===== src/rtl/core/psr_pkg.sv =====
// ----------------------------------------------------------------------------
// psr_pkg
// Shared types, constants and helpers for the palette scale/rotate renderer.
// ----------------------------------------------------------------------------
package psr_pkg;

    localparam int WIDTH       = 320;
    localparam int HEIGHT      = 200;
    localparam int FRAME_DEPTH = 64000;
    localparam int PAL_DEPTH   = 256;
    localparam int SRC_PITCH   = 320;
    localparam int LAND_W      = 480;
    localparam int LAND_H      = 300;
    localparam int PORT_W      = 300;
    localparam int PORT_H      = 480;

    localparam int DIV3_MUL    = 683;
    localparam int DIV3_SHIFT  = 11;

    localparam int FRAME_AW    = $clog2(FRAME_DEPTH);
    localparam int PAL_AW      = $clog2(PAL_DEPTH);
    localparam int SRC_W       = 18;

    typedef enum logic [1:0] {
        OP_WRITE_PAL  = 2'd0,
        OP_WRITE_GAME = 2'd1,
        OP_WRITE_OVL  = 2'd2,
        OP_READ       = 2'd3
    } t_op;

    typedef enum logic [1:0] {
        MODE_DIRECT   = 2'd0,
        MODE_LAND     = 2'd1,
        MODE_PORT     = 2'd2,
        MODE_UNUSED   = 2'd3
    } t_mode;

    typedef enum logic [1:0] {
        CFG_RENDER_MODE = 2'd0,
        CFG_OVERLAY_ON  = 2'd1,
        CFG_SPARE_2     = 2'd2,
        CFG_SPARE_3     = 2'd3
    } t_cfg_idx;

    typedef struct packed {
        logic take;
        logic addr_en;
        logic frame_en;
        logic pal_en;
        logic out_load;
    } t_ctl;

    typedef struct packed {
        logic is_read;
        logic out_valid;
    } t_sts;

    // 1.5x axis: two source pixels per group of three, offset 0 takes the first
    function automatic logic [8:0] scale_pos(input logic [8:0] v);
        logic [19:0] p;
        logic [8:0]  q;
        logic [8:0]  rem;
        p   = 20'(v) * 20'(DIV3_MUL);
        q   = p[DIV3_SHIFT +: 9];
        rem = v - 9'(q * 9'd3);
        return {q[7:0], 1'b0} + 9'(rem != 9'd0);
    endfunction

endpackage


===== src/rtl/core/psr_ctrl.sv =====
// ----------------------------------------------------------------------------
// psr_ctrl
// Sequencer: accept; a read adds address, frame read, palette read, deliver.
// ----------------------------------------------------------------------------
module psr_ctrl
    import psr_pkg::*;
(
    input  logic i_clk,
    input  logic i_rst_n,
    input  logic i_valid,
    input  logic i_stall,
    input  t_sts i_sts,
    output logic o_stall,
    output t_ctl o_ctl
);

    typedef enum logic [4:0] {
        S_IDLE  = 5'b00001,
        S_ADDR  = 5'b00010,
        S_FRAME = 5'b00100,
        S_PAL   = 5'b01000,
        S_DONE  = 5'b10000
    } t_state;

    t_state r_state, n_state;
    logic   out_free;

    assign out_free = !i_sts.out_valid || !i_stall;
    assign o_stall  = (r_state != S_IDLE);

    always_comb begin
        n_state = r_state;
        o_ctl   = '0;
        case (r_state)
            S_IDLE: begin
                if (i_valid) begin
                    o_ctl.take = 1'b1;
                    if (i_sts.is_read) n_state = S_ADDR;
                end
            end
            S_ADDR: begin
                o_ctl.addr_en = 1'b1;
                n_state       = S_FRAME;
            end
            S_FRAME: begin
                o_ctl.frame_en = 1'b1;
                n_state        = S_PAL;
            end
            S_PAL: begin
                o_ctl.pal_en = 1'b1;
                n_state      = S_DONE;
            end
            S_DONE: begin
                if (out_free) begin
                    o_ctl.out_load = 1'b1;
                    n_state        = S_IDLE;
                end
            end
            default: n_state = S_IDLE;
        endcase
    end

    always_ff @(posedge i_clk) begin
        if (!i_rst_n) begin
            r_state <= S_IDLE;
        end else begin
            r_state <= n_state;
        end
    end

endmodule


===== config.mk =====
export PLATFORM = sky130hd
export DESIGN_NAME = psr_ctrl
export DESIGN_NICKNAME = d
export VERILOG_FILES = /design/src/rtl/core/psr_pkg.sv /design/src/rtl/core/psr_ctrl.sv
export SDC_FILE = /design/constraint.sdc
export NUM_CORES = 1
export LEC_CHECK = 0
export BUFFER_PORTS_ARGS = -buffer_cell sky130_fd_sc_hd__buf_4
export CORE_AREA = 10 10 47 49
export DETAILED_ROUTE_END_ITERATION = 10
export DIE_AREA = 0 0 57 59
export GPL_TIMING_DRIVEN = 0
export PLACE_DENSITY = 0.54
export SLEW_MARGIN = 20
export SYNTH_ARGS = -nofsm -noshare
export SYNTH_HDL_FRONTEND = slang
export SYNTH_SLANG_ARGS = --single-unit

===== constraint.sdc =====
create_clock -name i_clk -period 1.1 [get_ports i_clk]
set_input_delay 0.055 -clock i_clk [delete_from_list [all_inputs] [get_ports i_clk]]
set_output_delay 0.055 -clock i_clk [all_outputs]
set_load 0.01 [all_outputs]

After elaboration in Yosys (flattened, before gate mapping)
Cells that the tools add are included.

Register bits after elaboration: 5. Bits of input ports: 6. Output and inout port bits: 6. Word-level logic and storage cells: 25.

Equal/unequal tests: 9. Mux-type cells: 11. Reductions and logical operators: 4.

Operator list (count): $pmux 5 s5 (1); $mux 5 (3); $mux 1 (7); $ne 2x2->1 const B (3); $eq 5x1->1 const B (1); $eq 5x2->1 const B (1); $eq 5x3->1 const B (1); $eq 5x4->1 const B (1); $eq 5x5->1 const B (1); $ne 5x1->1 const B (1); $reduce_and 3->1 (1); $logic_not 1->1 (2); $logic_or 1x1->1 (1).

Logic depth before layout (Yosys ltp)
Gate-level depths: netlist (run 1).

Word-level depth: 4. Mapped depth: 3.

Least setup slack after synthesis (run 1)
No wires, ideal clock.

Path kind: register to output. Start: register r_state[4]. End: output port o_ctl[4] (netlist bit). Arrival: 1.183 ns. Slack: -0.138 ns. Stages on the path, launching flop included: 4. Buffers on the path: 0. Cell sequence: dfxtp_1 > or3_4 > or2_4 > nor2_1.

RTL lines: from (decl) (line psr_ctrl.sv:25) `t_state r_state, n_state;`; from (signal assigned) (line psr_ctrl.sv:67) `r_state <= n_state;`; to (decl) (line psr_ctrl.sv:14) `output t_ctl o_ctl`.

==> results of run 1 <==
==> per-layer routing <==
metal,vias to the layer above,global-route usage
met5,-,0
met4,0,0.0201
met3,0,0.0472
met2,11,0.0729
met1,138,0.0427
li1,159,-
==> critical path: stages, from the launching register on <==
cell and delay, ns:
dfxtp_2 0.31, or3_4 0.39, or2_4 0.26, nor2_4 0.09, buf_6 0.10
==> kinds of logic after synthesis <==
family                    synth area share
DFF                                  0.339
buffers and inverters               0.0636
xor gates and xnor gates            0.0297
and+or+nand+nor                      0.390
AOI/OAI and AO/OA                    0.178
==> area by class of cell <==
| type | count | area share |
|---|---|---|
| Multi-Input combinational cell | 25 | 0.413 |
| Timing Repair Buffer | 16 | 0.254 |
| Sequential cell | 5 | 0.208 |
| Clock buffer | 4 | 0.0507 |
| Tap cell | 16 | 0.0386 |
| Inverter | 3 | 0.0217 |
| Buffer | 1 | 0.0145 |
==> cells in the final DEF, fill, tap and decap left out, types with 2 or more instances in the layout <==
cell type  Yosys  routed
and2_1         2       2
buf_4          1      14
buf_6          0       3
clkbuf_4       0       3
dfxtp_2        0       3
inv_1          3       3
nand3_2        0       2
nor2_1         6       2
nor2_2         0       2
nor2_4         0       2
==> path summary, 6_finish.rpt <==
| check | from | endpoint | slack [ns] | cells after the start |
|---|---|---|---|---|
| worst max-delay path | r_state[2] | o_ctl[4] | -0.36 | 4 |
| worst min-delay path | i_rst_n | r_state[2] | 0.06 | 2 |
| worst max register to register | r_state[2] | r_state[0] | -0.26 | 5 |
| worst min register to register | r_state[0] | r_state[2] | 0.60 | 2 |
==> power by group through the flow <==
stage,registers [mW],clock network [mW],logic (mW)
after global placement,0.201,0,0.0947
after global routing,0.199,0.236,0.116
after detailed placement,0.201,0,0.0949
after floorplan,0.199,0,0.0583
after CTS,0.197,0.229,0.101
final,0.197,0.219,0.104
==> what timing repair did <==
action                     4_1_cts  5_1_grt
resized for setup                9        7
setup endpoints to repair       11       11
cloned                           0        0
pin swaps                        8        6
buffers inserted                 5        1
==> impl_metrics.json, run 1 <==
{
  "cts_tree": "yes",
  "routedWlPerCell_um": 11.0,
  "grt_pass1_wl_mm": 1.26,
  "maxCapViolCount": 0,
  "n_antenna_cell": 0,
  "regArea_um2": 108,
  "antenna_found_initial": 0,
  "tightest_slew_ns": 0.226,
  "instances_no_fill": 70,
  "swShare": 0.266,
  "place_ws_ns": -0.157,
  "placedCellCount": 61,
  "coreArea_um2": 1400,
  "drcViolationCount": 0,
  "synth.top_cells.by_count": "nor2_1, dfxtp_1, inv_1",
  "ioPinCount": 12,
  "synth_area_leader_cell": "dfxtp_1",
  "p_leak_nw": 0.227,
  "place.gp.congestion": 0.657,
  "p_sw_mw": 0.138,
  "clock-root-buffer": "clkbuf_4",
  "ant_nets": 0,
  "first_pass_iters": 2,
  "dieArea_um2": 3360,
  "cts_made_buffers": 3,
  "drt-met1-wl_um": 312,
  "layout_setup_ws_ns": -0.358,
  "ys_seq_area_frac": 0.339,
  "cts.sinks": 5,
  "period_needed_ns": 1.46,
  "holdWs_ns": 0.0570,
  "vias_per_cell": 4.40,
  "wl_um": 771,
  "tns_ns": -1.93,
  "rsz0062_at_grt": "true",
  "drive_gt1_frac": 0.667,
  "yosys_warnings": 0,
  "ir_worst_vdd_v": 0.000499,
  "final_util": 0.370,
  "critPathMaxFanout": 3,
  "multiInputGateArea_um2": 214,
  "fin_nets": 61,
  "wl_met3_um": 92,
  "violations": "negative setup slack",
  "clock_path_buffers": 2,
  "finalSetupViolations": 11,
  "synth_area_leaders": "dfxtp_1, nor2_1, o31ai_4, and2_1, nor3b_2",
  "num_vias": 308,
  "power.share.clock": 0.420,
  "ys_async_sr_fraction": 0,
  "synth_area_um2": 295,
  "top_regs": "r_state: 5 flops",
  "syn_area_per_cell_um2": 8.68,
  "fmax_ghz": 0.686,
  "synth_most_common_cell": "nor2_1",
  "synth_edf_count": 0,
  "largest_reg_flops": 5,
  "drt_iter0_drc": 1,
  "crit_required_ns": 1.04,
  "startpoint_type": "flop",
  "crit_arrival_ns": 1.40,
  "initial_core_util": 0.211,
  "synth_nets": 40,
  "htree_levels": 1,
  "post_dp_cell_area_um2": 407,
  "clock_skew_ns": 0.00981,
  "grt_usage": 0.0479,
  "overflow": 0,
  "syn_to_final_growth_pct": 75.4,
  "total_power_mw": 0.521,
  "clock_latency_ns": 0.25,
  "fp.dieH_um": 59,
  "fin_area_um2": 518,
  "placement_rows": 14,
  "power_frac_comb": 0.200,
  "slew_violations": 0,
  "ys_ff_latch": 5,
  "internal_power_mw": 0.382,
  "synth.distinct_cells": 20,
  "path_class": "flop to output pin",
  "power_frac_seq": 0.379,
  "endpoint_kind": "output pin",
  "regMostFlops": "r_state",
  "die_w_um": 57,
  "wl_met2_um": 366,
  "status": "finished, violations left",
  "io_buffers": 11,
  "hold_buffers": 0,
  "clkSlewWorstSetupHoldPaths_ns": 0.05,
  "grt_max_degree": 7,
  "hp-class": "primary input to flop",
  "fillers": 160,
  "syn_inst": 34,
  "top_layer_used": "met3",
  "hold_viol": 0,
  "power.density_nw_per_um2": 1010,
  "fin_crit_sh": 1.33,
  "maxSlewHeadroom": 0.850,
  "grt_pass1_vias": 315,
  "synth_ff_type": "dfxtp_1",
  "synth_top_area_frac": 0.339
}
No activity file was read; power rests on OpenSTA's default activity.
==> inputs of run 2 (changes only) <==
==> constraint.sdc (replaced) <==
create_clock -name i_clk -period 1.2 [get_ports i_clk]
set_input_delay 0.06 -clock i_clk [delete_from_list [all_inputs] [get_ports i_clk]]
set_output_delay 0.06 -clock i_clk [all_outputs]
set_load 0.01 [all_outputs]
==> impl_metrics.json, run 2 (synthesis gave the netlist of run 1 again) <==
{
  "status": "finished, violations left",
  "violations": "negative setup slack",
  "cts.sinks": 5,
  "vias_per_cell": 4.31,
  "hp-class": "primary input to flop",
  "drive_gt1_frac": 0.615,
  "ir_worst_vdd_v": 0.000538,
  "rsz0062_at_grt": "true",
  "cts_made_buffers": 3,
  "p_sw_mw": 0.116,
  "slew_violations": 0,
  "path_class": "flop to output pin",
  "grt_pass1_vias": 282,
  "initial_core_util": 0.211,
  "clock_latency_ns": 0.24,
  "place.detailed.hpwl_um": 524,
  "grt_usage": 0.0440,
  "clock_skew_ns": 0.00835,
  "fin_crit_sh": 1.22,
  "placement_rows": 14,
  "largest_reg_flops": 5,
  "drcViolationCount": 0,
  "wl_um": 686,
  "die_w_um": 57,
  "routedWlPerCell_um": 10.1,
  "power_frac_seq": 0.393,
  "crit_required_ns": 1.14,
  "fp.dieH_um": 59,
  "n_antenna_cell": 0,
  "drt_iter0_drc": 1,
  "endpoint_kind": "output pin",
  "top_regs": "r_state: 5 flops",
  "fillers": 151,
  "overflow": 0,
  "finalSetupViolations": 6,
  "ioPinCount": 12,
  "power.share.clock": 0.414,
  "clkSlewWorstSetupHoldPaths_ns": 0.05,
  "critPathMaxFanout": 5,
  "htree_levels": 1,
  "fmax_ghz": 0.685,
  "hold_viol": 0,
  "p_leak_nw": 0.214,
  "syn_to_final_growth_pct": 63.1,
  "crit_arrival_ns": 1.40,
  "fin_nets": 59,
  "grt_pass1_wl_mm": 1.14,
  "power.density_nw_per_um2": 968,
  "holdWs_ns": 0.0553,
  "cts_tree": "yes",
  "clock-root-buffer": "clkbuf_4",
  "grt_max_degree": 8,
  "startpoint_type": "flop",
  "internal_power_mw": 0.350,
  "antenna_found_initial": 0,
  "num_vias": 293,
  "final_util": 0.344,
  "dieArea_um2": 3360,
  "final_cell_mix": "buf_4, dfxtp_2, inv_1, nor2_1, clkbuf_4",
  "place.gp.congestion": 0.715,
  "io_buffers": 11,
  "ant_nets": 0,
  "maxSlewHeadroom": 0.856,
  "regMostFlops": "r_state",
  "layout_setup_ws_ns": -0.259,
  "swShare": 0.250,
  "mostFrequentLayoutCell": "buf_4",
  "tightest_slew_ns": 0.216,
  "coreArea_um2": 1400,
  "clock_path_buffers": 2,
  "period_needed_ns": 1.46,
  "first_pass_iters": 3,
  "maxCapViolCount": 0,
  "power_frac_comb": 0.193
}
## run 2: changes by cell type in the layout (fill, tap and decap cells not counted)
cell | previous run | this run
a21oi_1 | 1 | 2
dfxtp_1 | 1 | 0
buf_6 | 3 | 2
nor2_4 | 2 | 1
a21oi_2 | 1 | 0
nand3_2 | 2 | 1
buf_4 | 14 | 13
dfxtp_2 | 3 | 5
nor2_1 | 2 | 3
nand3_1 | 0 | 1
dfxtp_4 | 1 | 0
## run 2: per-stage QoR
stage          power (mW)  TNS (ns)  instances  setup WS [ns]  cell area (µm²)
6_report            0.466     -1.22         68         -0.259              482
5_1_grt             0.502     -1.62         68         -0.318              482
4_1_cts             0.472    -0.921         66         -0.267              447
3_5_place_dp        0.270    -0.292         61        -0.0811              405
3_3_place_gp        0.270    -0.335         61        -0.0887              405
2_1_floorplan       0.235         0         34        0.00791              303
## run 2: critical path, cell delays in order (launching register included)
cell     delay (ns)
dfxtp_2        0.33
or3_4          0.38
or2_4          0.26
nor2_4         0.08
buf_6          0.10
## run 2: area by class of cell
type	instances	area, µm²	area share
multi-input combinational	25	198	0.410
clock buffer	4	26.3	0.0545
inverter	3	11.3	0.0234
sequential	5	106	0.221
timing repair buffer	15	120	0.249
tap	16	20.0	0.0416
## run 2: layer usage
| metal | routed length, µm | global-route usage |
|---|---|---|
| met5 | 0 | 0 |
| met4 | 0 | 0.0201 |
| met3 | 84 | 0.0429 |
| met2 | 311 | 0.0605 |
| met1 | 291 | 0.0438 |
## run 2: path summary, 6_finish.rpt
path | startpoint | to | cells after the start | slack, ns
hold / removal | i_rst_n | r_state[2] | 2 | 0.06
hold reg to reg | r_state[3] | r_state[4] | 2 | 0.51
setup reg to reg | r_state[2] | r_state[0] | 5 | -0.21
setup / recovery | r_state[2] | o_ctl[4] | 4 | -0.26
## run 2: repair_timing
item / in CTS / in global routing
setup endpoints to repair: 9 / 9
hold buffers: 0 / 0
gates cloned: 0 / 0
pin swaps: 4 / 3
buffers inserted: 2 / 2
resized for setup: 4 / 7
## run 2: power by group through the flow
stage	combinational, mW	clock (mW)	sequential, mW
final	0.0900	0.193	0.183
after global placement	0.0861	0	0.184
after global routing	0.0993	0.218	0.185
after detailed placement	0.0866	0	0.184
after floorplan	0.0527	0	0.182
after CTS	0.0900	0.202	0.181
